### src/sv/cpv_pkg.sv
// Shared constants, types and the arctangent table of the circle polygon vertex generator.
// No dependencies.
`default_nettype none
package cpv_pkg;

	localparam int PHASE_W      = 16;
	localparam int TRIG_W       = 33;
	localparam int ATAN_ENTRIES = 24;
	localparam int ATAN_IDX_W   = 5;

	localparam logic [30:0] HALF_PI_Q30 = 31'd1686629713;
	localparam logic signed [TRIG_W-1:0] GAIN_INV_Q30 = 33'sd652032874;

	typedef struct packed {
		logic busy;
		logic done;
	} unit_status_t;

	function automatic logic signed [TRIG_W-1:0] atan_q30(input logic [ATAN_IDX_W-1:0] idx);
		logic signed [TRIG_W-1:0] v;
		v = '0;
		case (idx)
			5'd0:  v = 33'sd843314856;
			5'd1:  v = 33'sd497837829;
			5'd2:  v = 33'sd263043836;
			5'd3:  v = 33'sd133525158;
			5'd4:  v = 33'sd67021686;
			5'd5:  v = 33'sd33543515;
			5'd6:  v = 33'sd16775850;
			5'd7:  v = 33'sd8388437;
			5'd8:  v = 33'sd4194282;
			5'd9:  v = 33'sd2097149;
			5'd10: v = 33'sd1048575;
			5'd11: v = 33'sd524287;
			5'd12: v = 33'sd262143;
			5'd13: v = 33'sd131071;
			5'd14: v = 33'sd65535;
			5'd15: v = 33'sd32767;
			5'd16: v = 33'sd16383;
			5'd17: v = 33'sd8191;
			5'd18: v = 33'sd4095;
			5'd19: v = 33'sd2047;
			5'd20: v = 33'sd1023;
			5'd21: v = 33'sd511;
			5'd22: v = 33'sd255;
			5'd23: v = 33'sd127;
			default: v = '0;
		endcase
		return v;
	endfunction

endpackage
`default_nettype wire

### src/sv/cpv_req_if.sv
// Circle request channel: valid/ready handshake with center, radius and segment count.
// No dependencies.
`default_nettype none
interface cpv_req_if;
	logic               valid;
	logic               ready;
	logic signed [15:0] center_x;
	logic signed [15:0] center_y;
	logic        [14:0] circle_radius;
	logic        [6:0]  segment_count;

	modport source (output valid, center_x, center_y, circle_radius, segment_count,
		input ready);
	modport sink (input valid, center_x, center_y, circle_radius, segment_count,
		output ready);
endinterface
`default_nettype wire

### src/sv/cpv_vtx_if.sv
// Vertex result channel: valid/ready handshake with coordinates, index and last flag.
// No dependencies.
`default_nettype none
interface cpv_vtx_if;
	logic               valid;
	logic               ready;
	logic signed [15:0] vertex_x;
	logic signed [15:0] vertex_y;
	logic        [5:0]  vertex_number;
	logic               last_vertex;

	modport source (output valid, vertex_x, vertex_y, vertex_number, last_vertex,
		input ready);
	modport sink (input valid, vertex_x, vertex_y, vertex_number, last_vertex,
		output ready);
endinterface
`default_nettype wire

### src/sv/cpv_phase_div.sv
// Bit-serial restoring divider: phase = floor(i * 2^16 / n), one quotient bit per cycle.
// Depends on cpv_pkg.
`default_nettype none
module cpv_phase_div (
	input  wire logic                          clk,
	input  wire logic                          arst_n,
	input  wire logic                          start,
	input  wire logic [5:0]                    numer,
	input  wire logic [6:0]                    denom,
	output cpv_pkg::unit_status_t              status,
	output logic      [cpv_pkg::PHASE_W-1:0]   quotient
);

	logic [6:0]                  rem_q;
	logic [6:0]                  den_q;
	logic [cpv_pkg::PHASE_W-1:0] quo_q;
	logic [3:0]                  cnt_q;
	logic                        busy_q;
	logic                        done_q;
	logic [7:0]                  shifted;
	logic                        take;

	// numer < denom, so the partial remainder always fits in seven bits
	assign shifted = {rem_q, 1'b0};
	assign take    = shifted >= {1'b0, den_q};

	always_ff @(posedge clk or negedge arst_n) begin
		if (!arst_n) begin
			busy_q <= 1'b0;
			done_q <= 1'b0;
			cnt_q  <= '0;
		end else begin
			done_q <= 1'b0;
			if (start) begin
				busy_q <= 1'b1;
				cnt_q  <= '0;
			end else if (busy_q) begin
				cnt_q <= cnt_q + 4'd1;
				if (cnt_q == 4'd15) begin
					busy_q <= 1'b0;
					done_q <= 1'b1;
				end
			end
		end
	end

	always_ff @(posedge clk) begin
		if (start) begin
			rem_q <= {1'b0, numer};
			den_q <= denom;
			quo_q <= '0;
		end else if (busy_q) begin
			rem_q <= take ? 7'(shifted - {1'b0, den_q}) : shifted[6:0];
			quo_q <= {quo_q[cpv_pkg::PHASE_W-2:0], take};
		end
	end

	assign status.busy = busy_q;
	assign status.done = done_q;
	assign quotient    = quo_q;

endmodule
`default_nettype wire

### src/sv/cpv_cordic.sv
// Iterative rotation-mode CORDIC: one micro-rotation per cycle over a shared adder set.
// Depends on cpv_pkg.
`default_nettype none
module cpv_cordic #(
	parameter int STEPS = 16
) (
	input  wire logic                                 clk,
	input  wire logic                                 arst_n,
	input  wire logic                                 start,
	input  wire logic signed [cpv_pkg::TRIG_W-1:0]    angle,
	output cpv_pkg::unit_status_t                     status,
	output logic signed      [cpv_pkg::TRIG_W-1:0]    cos_out,
	output logic signed      [cpv_pkg::TRIG_W-1:0]    sin_out
);

	logic signed [cpv_pkg::TRIG_W-1:0] x_q, y_q, z_q;
	logic        [cpv_pkg::ATAN_IDX_W-1:0] k_q;
	logic                              busy_q;
	logic                              done_q;
	logic signed [cpv_pkg::TRIG_W-1:0] dx, dy, at;

	assign dx = y_q >>> k_q;
	assign dy = x_q >>> k_q;
	assign at = cpv_pkg::atan_q30(k_q);

	always_ff @(posedge clk or negedge arst_n) begin
		if (!arst_n) begin
			busy_q <= 1'b0;
			done_q <= 1'b0;
			k_q    <= '0;
		end else begin
			done_q <= 1'b0;
			if (start) begin
				busy_q <= 1'b1;
				k_q    <= '0;
			end else if (busy_q) begin
				k_q <= k_q + 1'b1;
				if (k_q == cpv_pkg::ATAN_IDX_W'(STEPS - 1)) begin
					busy_q <= 1'b0;
					done_q <= 1'b1;
				end
			end
		end
	end

	always_ff @(posedge clk) begin
		if (start) begin
			x_q <= cpv_pkg::GAIN_INV_Q30;
			y_q <= '0;
			z_q <= angle;
		end else if (busy_q) begin
			if (!z_q[cpv_pkg::TRIG_W-1]) begin
				x_q <= x_q - dx;
				y_q <= y_q + dy;
				z_q <= z_q - at;
			end else begin
				x_q <= x_q + dx;
				y_q <= y_q - dy;
				z_q <= z_q + at;
			end
		end
	end

	assign status.busy = busy_q;
	assign status.done = done_q;
	assign cos_out     = x_q;
	assign sin_out     = y_q;

endmodule
`default_nettype wire

### src/sv/circle_polygon_vertex_gen_core.sv
// Circle polygon vertex generator: one circle request in, one vertex per segment out,
// each vertex at center + radius * (cos, sin) of 2*pi*i/N, the last one flagged.
// Flow: a request is taken only while the block is idle. Each vertex passes through the
// bit-serial phase divider (16 quotient bits, then the phase is captured), the angle
// multiply, the iterative CORDIC (STEPS = min(CORDIC_STEPS, 24) micro-rotations),
// quadrant folding, radius scaling (cosine product, sine product, then the y sum) and
// the output state, which holds the vertex until it is taken. Vertices are worked one
// at a time: the next one starts only when the previous one has been taken.
// A count of zero is consumed and emits nothing; counts above MAX_SEGMENTS saturate.
// Coordinates are signed Q4.12 and wrap on overflow.
// Depends on cpv_pkg, cpv_req_if, cpv_vtx_if, cpv_phase_div, cpv_cordic.
`default_nettype none
module circle_polygon_vertex_gen_core #(
	parameter int MAX_SEGMENTS = 64,
	parameter int CORDIC_STEPS = 16
) (
	input wire logic clk,
	input wire logic arst_n,
	cpv_req_if.sink   req,
	cpv_vtx_if.source vtx
);

	localparam int STEPS = (CORDIC_STEPS < cpv_pkg::ATAN_ENTRIES) ?
		CORDIC_STEPS : cpv_pkg::ATAN_ENTRIES;

	typedef enum logic [7:0] {
		S_IDLE = 8'b0000_0001,
		S_DIV  = 8'b0000_0010,
		S_ZMUL = 8'b0000_0100,
		S_ROT  = 8'b0000_1000,
		S_MULC = 8'b0001_0000,
		S_MULS = 8'b0010_0000,
		S_SUMY = 8'b0100_0000,
		S_OUT  = 8'b1000_0000
	} state_t;

	state_t state_q, state_d;

	// held request
	logic signed [15:0] held_center_x_q, held_center_y_q;
	logic        [14:0] held_radius_q;
	logic        [6:0]  held_count_q;
	logic        [5:0]  vertex_counter_q;

	logic [cpv_pkg::PHASE_W-1:0]      phase_q;
	logic signed [cpv_pkg::TRIG_W-1:0] c_q, s_q;
	logic signed [48:0]               prod_q;
	logic signed [15:0]               vx_q, vy_q;

	logic        req_fire, vtx_fire, is_last;
	logic [6:0]  n_sat;
	logic        div_start;
	logic [5:0]  div_numer;
	logic [6:0]  div_denom;
	cpv_pkg::unit_status_t div_status, cor_status;
	logic [cpv_pkg::PHASE_W-1:0] div_quo;
	logic [44:0] zprod;
	logic signed [cpv_pkg::TRIG_W-1:0] cor_angle, cor_c, cor_s, trig_sel;
	logic signed [48:0] mul_out, rounded;
	logic signed [15:0] offset;

	assign req_fire = req.valid && req.ready;
	assign vtx_fire = vtx.valid && vtx.ready;
	assign is_last  = ({1'b0, vertex_counter_q} + 7'd1) == held_count_q;

	// saturate the segment count
	assign n_sat = (req.segment_count > 7'(MAX_SEGMENTS)) ?
		7'(MAX_SEGMENTS) : req.segment_count;

	// start the divider on a new request or when the next vertex begins
	assign div_start = (req_fire && n_sat != 7'd0) || (vtx_fire && !is_last);
	assign div_numer = (state_q == S_IDLE) ? 6'd0 : vertex_counter_q + 6'd1;
	assign div_denom = (state_q == S_IDLE) ? n_sat : held_count_q;

	cpv_phase_div u_div (
		.clk      (clk),
		.arst_n   (arst_n),
		.start    (div_start),
		.numer    (div_numer),
		.denom    (div_denom),
		.status   (div_status),
		.quotient (div_quo)
	);

	// angle inside the quadrant in Q30 radians, registered inside the CORDIC
	assign zprod     = 45'(phase_q[13:0]) * 45'(cpv_pkg::HALF_PI_Q30);
	assign cor_angle = cpv_pkg::TRIG_W'(zprod[44:14]);

	cpv_cordic #(.STEPS(STEPS)) u_cordic (
		.clk     (clk),
		.arst_n  (arst_n),
		.start   (state_q == S_ZMUL),
		.angle   (cor_angle),
		.status  (cor_status),
		.cos_out (cor_c),
		.sin_out (cor_s)
	);

	// one shared multiplier scales cosine, then sine, by the radius
	assign trig_sel = (state_q == S_MULC) ? c_q : s_q;
	assign mul_out  = $signed({1'b0, held_radius_q}) * trig_sel;
	assign rounded  = (prod_q + 49'sd536870912) >>> 30;
	assign offset   = rounded[15:0];

	always_comb begin
		state_d = state_q;
		unique case (state_q)
			S_IDLE: if (req_fire && n_sat != 7'd0) state_d = S_DIV;
			S_DIV:  if (div_status.done) state_d = S_ZMUL;
			S_ZMUL: state_d = S_ROT;
			S_ROT:  if (cor_status.done) state_d = S_MULC;
			S_MULC: state_d = S_MULS;
			S_MULS: state_d = S_SUMY;
			S_SUMY: state_d = S_OUT;
			S_OUT:  if (vtx_fire) state_d = is_last ? S_IDLE : S_DIV;
			default: state_d = S_IDLE;
		endcase
	end

	always_ff @(posedge clk or negedge arst_n) begin
		if (!arst_n) begin
			state_q          <= S_IDLE;
			vertex_counter_q <= '0;
			held_count_q     <= '0;
			held_center_x_q  <= '0;
			held_center_y_q  <= '0;
			held_radius_q    <= '0;
		end else begin
			state_q <= state_d;
			if (req_fire) begin
				held_center_x_q  <= req.center_x;
				held_center_y_q  <= req.center_y;
				held_radius_q    <= req.circle_radius;
				held_count_q     <= n_sat;
				vertex_counter_q <= '0;
			end else if (vtx_fire && !is_last) begin
				vertex_counter_q <= vertex_counter_q + 6'd1;
			end
		end
	end

	// datapath registers, no reset needed
	always_ff @(posedge clk) begin
		if (state_q == S_DIV && div_status.done)
			phase_q <= div_quo;
		if (state_q == S_ROT && cor_status.done) begin
			// fold the quadrant back in
			case (phase_q[15:14])
				2'd0: begin c_q <= cor_c;  s_q <= cor_s;  end
				2'd1: begin c_q <= -cor_s; s_q <= cor_c;  end
				2'd2: begin c_q <= -cor_c; s_q <= -cor_s; end
				default: begin c_q <= cor_s; s_q <= -cor_c; end
			endcase
		end
		if (state_q == S_MULC || state_q == S_MULS)
			prod_q <= mul_out;
		if (state_q == S_MULS)
			vx_q <= held_center_x_q + offset;
		if (state_q == S_SUMY)
			vy_q <= held_center_y_q + offset;
	end

	assign req.ready         = (state_q == S_IDLE);
	assign vtx.valid         = (state_q == S_OUT);
	assign vtx.vertex_x      = vx_q;
	assign vtx.vertex_y      = vy_q;
	assign vtx.vertex_number = vertex_counter_q;
	assign vtx.last_vertex   = is_last;

endmodule
`default_nettype wire

### src/flat_wrapper.sv
// flat-port wrapper written by rule: the top's interface ports become plain ports
module circle_polygon_vertex_gen_core_flat 
#(
	parameter int MAX_SEGMENTS = 64,
	parameter int CORDIC_STEPS = 16
)
  (clk, arst_n, req_valid, req_center_x, req_center_y, req_circle_radius, req_segment_count, req_ready, vtx_valid, vtx_vertex_x, vtx_vertex_y, vtx_vertex_number, vtx_last_vertex, vtx_ready);
  cpv_req_if req_i ();
  cpv_vtx_if vtx_i ();
  input wire logic clk;
  input wire logic arst_n;
  input wire logic [$bits(req_i.valid)-1:0] req_valid;
  input wire logic [$bits(req_i.center_x)-1:0] req_center_x;
  input wire logic [$bits(req_i.center_y)-1:0] req_center_y;
  input wire logic [$bits(req_i.circle_radius)-1:0] req_circle_radius;
  input wire logic [$bits(req_i.segment_count)-1:0] req_segment_count;
  output wire logic [$bits(req_i.ready)-1:0] req_ready;
  output wire logic [$bits(vtx_i.valid)-1:0] vtx_valid;
  output wire logic [$bits(vtx_i.vertex_x)-1:0] vtx_vertex_x;
  output wire logic [$bits(vtx_i.vertex_y)-1:0] vtx_vertex_y;
  output wire logic [$bits(vtx_i.vertex_number)-1:0] vtx_vertex_number;
  output wire logic [$bits(vtx_i.last_vertex)-1:0] vtx_last_vertex;
  input wire logic [$bits(vtx_i.ready)-1:0] vtx_ready;
  assign req_i.valid = req_valid;
  assign req_i.center_x = req_center_x;
  assign req_i.center_y = req_center_y;
  assign req_i.circle_radius = req_circle_radius;
  assign req_i.segment_count = req_segment_count;
  assign req_ready = req_i.ready;
  assign vtx_valid = vtx_i.valid;
  assign vtx_vertex_x = vtx_i.vertex_x;
  assign vtx_vertex_y = vtx_i.vertex_y;
  assign vtx_vertex_number = vtx_i.vertex_number;
  assign vtx_last_vertex = vtx_i.last_vertex;
  assign vtx_i.ready = vtx_ready;
  circle_polygon_vertex_gen_core #(.MAX_SEGMENTS(MAX_SEGMENTS), .CORDIC_STEPS(CORDIC_STEPS)) u_core (.clk(clk), .arst_n(arst_n), .req(req_i), .vtx(vtx_i));
endmodule
### config.mk
export PLATFORM = sky130hd
export DESIGN_NAME = circle_polygon_vertex_gen_core_flat
export DESIGN_NICKNAME = d
export VERILOG_FILES = /design/src/sv/cpv_pkg.sv /design/src/sv/cpv_req_if.sv /design/src/sv/cpv_vtx_if.sv /design/src/sv/cpv_phase_div.sv /design/src/sv/cpv_cordic.sv /design/src/sv/circle_polygon_vertex_gen_core.sv /design/src/flat_wrapper.sv
export SDC_FILE = /design/constraint.sdc
export NUM_CORES = 2
export LEC_CHECK = 0
export ABC_AREA = 1
export BUFFER_PORTS_ARGS = -buffer_cell sky130_fd_sc_hd__buf_2
export CORE_UTILIZATION = 55
export CTS_BUF_LIST = sky130_fd_sc_hd__clkbuf_8
export CTS_CLUSTER_SIZE = 40
export DETAILED_ROUTE_END_ITERATION = 7
export PLACE_DENSITY = 0.83
export SYNTH_ARGS = -nofsm -noshare
export SYNTH_HDL_FRONTEND = slang
export SYNTH_SLANG_ARGS = --single-unit
export TNS_END_PERCENT = 30
### constraint.sdc
create_clock -name clk -period 8.1 [get_ports clk]
set_clock_uncertainty 0.2 [all_clocks]
set_input_delay 1.215 -clock clk [delete_from_list [all_inputs] [get_ports clk]]
set_output_delay 1.215 -clock clk [all_outputs]
set_load 0.02 [all_outputs]
==> flow_metrics.py <==
metrics = {
    "global_route": {
        "grt_start_max_net_pins": 70,
        "grt_pass1_vias": 47300,
        "antenna_found_initial": 2,
        "grt_remaining_overflow": 0,
        "grt_pass1_wl_mm": 261.4,
        "grt_use_total": 0.3578,
    },
    "routing": {
        "antenna_left": 0,
        "firstDrtPassIters": 8,
        "vias_per_cell": 5.876,
        "vias": 47760,
        "route.detailed.wl_per_inst_um": 20.65,
        "route.detailed.drc": 0,
        "wirelength_mm": 167.8,
        "drtIter0Drc": 5123,
    },
    "place": {
        "place_hpwl_mm": 132.8,
        "gp_congestion": 1.005,
        "port-buffer-count": 98,
    },
    "critical_path": {
        "critical-path-max-stage-delay_ns": 0.55,
        "worstPathRequired_ns": 8.39,
        "critPathKind": "reg2reg",
        "cp.arrival_ns": 7.97,
        "cp_slowest_cell": "fa_1",
        "path_max_fanout": 35,
        "end_kind": "flip-flop",
        "start_kind": "flip-flop",
    },
    "clocking": {
        "numCtsBuffers": 71,
        "cts_root_buf": "clkbuf_8",
        "worstSkewPairLatency_ns": 0.74,
        "cts_sinks": 341,
        "clockBufferDepth": 3,
        "htreeDepth": 3,
        "hold_buffers": 0,
        "clk_pin_slew_ns": 0.08,
        "cts_tree": "built",
    },
    "floorplanning": {
        "core_sq_um": 91660,
        "initial_core_util": 0.5548,
        "die-area_sq_um": 93680,
        "rows": 111,
        "die_h_um": 306.1,
        "chipWidth_um": 306.1,
        "boundaryPins": 99,
    },
    "sta": {
        "worst_pin_slew_ns": 1.195,
        "final.setup.tns_ns": 0,
        "hold_viol": 0,
        "slew_violations": 0,
        "finalCriticalPeriod_ns": 7.684,
        "setup_viol": 0,
        "relSlewSlack": 0.2033,
        "finalCritPeriodShare": 0.9487,
        "rsz0062_at_grt": "no",
        "fmax_mhz": 130.1,
    },
    "layout": {
        "drive_gt1_frac": 0.06989,
        "postLayoutCoreUtil": 0.5935,
        "areaGrowthSynthToFinish_pct": 6.993,
        "multiInputGateArea_sq_um": 36280,
        "seq_area_sq_um": 8990,
        "nNetsFinal": 7929,
        "fill_cells": 8186,
    },
    "yosys": {
        "netlist_area_sq_um": 50850,
        "yosysTopAreaCell": "fa_1",
        "async_flop_share": 0.2375,
        "synth_edf_count": 175,
        "synth_area_per_cell_sq_um": 7.474,
        "ys_ff_latch": 341,
        "yosysWarnings": 0,
        "synth_top_area_share": 0.2268,
        "synth_area_leaders": "fa_1, nand2_1, edfxtp_1",
        "synth.distinct_cells": 72,
        "synth_cells": 6804,
        "synth-seq-area-share": 0.1767,
        "syn_nets": 7852,
        "synth_common_cells": "nand2_1, inv_1, nor2_1",
        "synth_flop_cell": "edfxtp_1",
        "synth_most_common_cell": "nand2_1",
    },
    "outcome": {
        "status": "finished clean",
    },
    "min_path": {
        "hp-class": "in2async",
    },
    "job": {
        "maxCapViolations": 0,
    },
}
-- final timing paths --
| kind | start | slack [ns] | depth (start not counted) | end |
|---|---|---|---|---|
| max | u_core.state_q[0] | 0.42 | 29 | u_core.prod_q[43] |
| min | arst_n | 0.19 | 1 | u_core.held_radius_q[5] |
| max reg2reg | u_core.state_q[0] | 0.42 | 29 | u_core.prod_q[43] |
| min reg2reg | u_core.u_div.quotient[14] | 0.23 | 0 | u_core.phase_q[14] |
| max in group asynchronous | arst_n | 6.19 | 2 | u_core.u_cordic.k_q[0] |
| min in group clk | u_core.u_div.quotient[14] | 0.23 | 0 | u_core.phase_q[14] |
-- placed cells by master (no fill, tap or decap), types with 29 or more instances in the layout --
master,Yosys,routed
a21oi_1,381,381
a31oi_1,29,29
buf_2,28,97
buf_4,11,115
clkbuf_8,0,75
dfrtp_1,80,76
dfxtp_1,85,85
edfxtp_1,175,175
fa_1,576,576
ha_1,414,414
inv_1,1208,1216
nand2_1,1465,1465
nand3_1,362,362
nand4_1,55,55
nor2_1,598,595
nor3_1,55,55
o2111ai_1,29,29
o211ai_1,36,36
o21ai_0,362,361
o21ai_1,79,75
or2_2,45,45
xnor2_1,69,69
xor2_1,170,170
-- per-stage QoR --
| step | instance area [sq um] | setup WS (ns) | cells | hold slack (ns) |
|---|---|---|---|---|
| after floorplan | 50850 | 1.071 | 6804 | 0.2082 |
| after global placement | 52670 | 0.3718 | 7975 | 0.2137 |
| after detailed placement | 52670 | 0.3004 | 7975 | 0.2186 |
| after CTS | 54190 | 0.2761 | 8106 | 0.1578 |
| after global routing | 54400 | 0.03385 | 8126 | 0.2105 |
| final | 54410 | 0.4157 | 8127 | 0.1919 |
-- layout make-up --
class,instances,area share
diodes,2,0.00009199
clock buffers,75,0.01897
clock inverters,56,0.008877
inverters,1251,0.08709
multi-input cells,5002,0.6669
flip-flops and latches,341,0.1652
well taps,1186,0.02727
repair buffers,214,0.02553
-- critical path, delay by kind of cell (launching register included) --
| family | cells | cell delay (ns) |
|---|---|---|
| adders and majority gates | 7 | 3.35 |
| AOI/OAI and AO/OA | 7 | 1.51 |
| buffers and inverters | 8 | 1.00 |
| and+or+nand+nor | 6 | 0.63 |
| DFF | 1 | 0.53 |
| xor gates and xnor gates | 1 | 0.15 |
-- registers in the layout, indices dropped and copies added, names as in the netlist, 4 cells and up --
name / flops
u_core.c_q: 33
u_core.held_center_x_q: 16
u_core.held_center_y_q: 16
u_core.held_count_q: 7
u_core.held_radius_q: 15
u_core.phase_q: 16
u_core.prod_q: 17
u_core.s_q: 33
u_core.state_q: 8
u_core.u_cordic.cos_out: 33
u_core.u_cordic.k_q: 5
u_core.u_cordic.sin_out: 33
u_core.u_cordic.z_q: 33
u_core.u_div.cnt_q: 4
u_core.u_div.den_q: 7
u_core.u_div.quotient: 16
u_core.u_div.rem_q: 7
u_core.vtx.vertex_number: 6
u_core.vtx.vertex_x: 16
u_core.vtx.vertex_y: 16
-- timing repair --
action                     in CTS  in global routing
resized for setup               0                 25
setup buffers                   0                 19
setup endpoints to repair       0                  6
-- cell families (layout without fill, tap and decap cells) --
| group | count (synthesis) | in the layout | synth area share |
|---|---|---|---|
| DFF | 341 | 341 | 0.1767 |
| muxes | 2 | 2 | 0.0003937 |
| and+or+nand+nor | 2670 | 2670 | 0.2183 |
| adders and majority gates | 990 | 990 | 0.3286 |
| other | 0 | 2 | 0 |
| xor gates and xnor gates | 239 | 239 | 0.04117 |
| buffers and inverters | 1461 | 1596 | 0.1111 |
| AOI/OAI and AO/OA | 1101 | 1101 | 0.1237 |
-- per-layer routing --
layer / vias up / routed length (um) / global-route usage
met1: 22710 / 65430 / 0.4598
met4: 0 / 9362 / 0.1852
li1: 21920 / - / -
met5: - / 0 / 0
met3: 564 / 16900 / 0.06878
met2: 2558 / 76120 / 0.5745
Power is not shown: default switching activity piles up to over one toggle a cycle in this logic, so the estimate is an artifact.
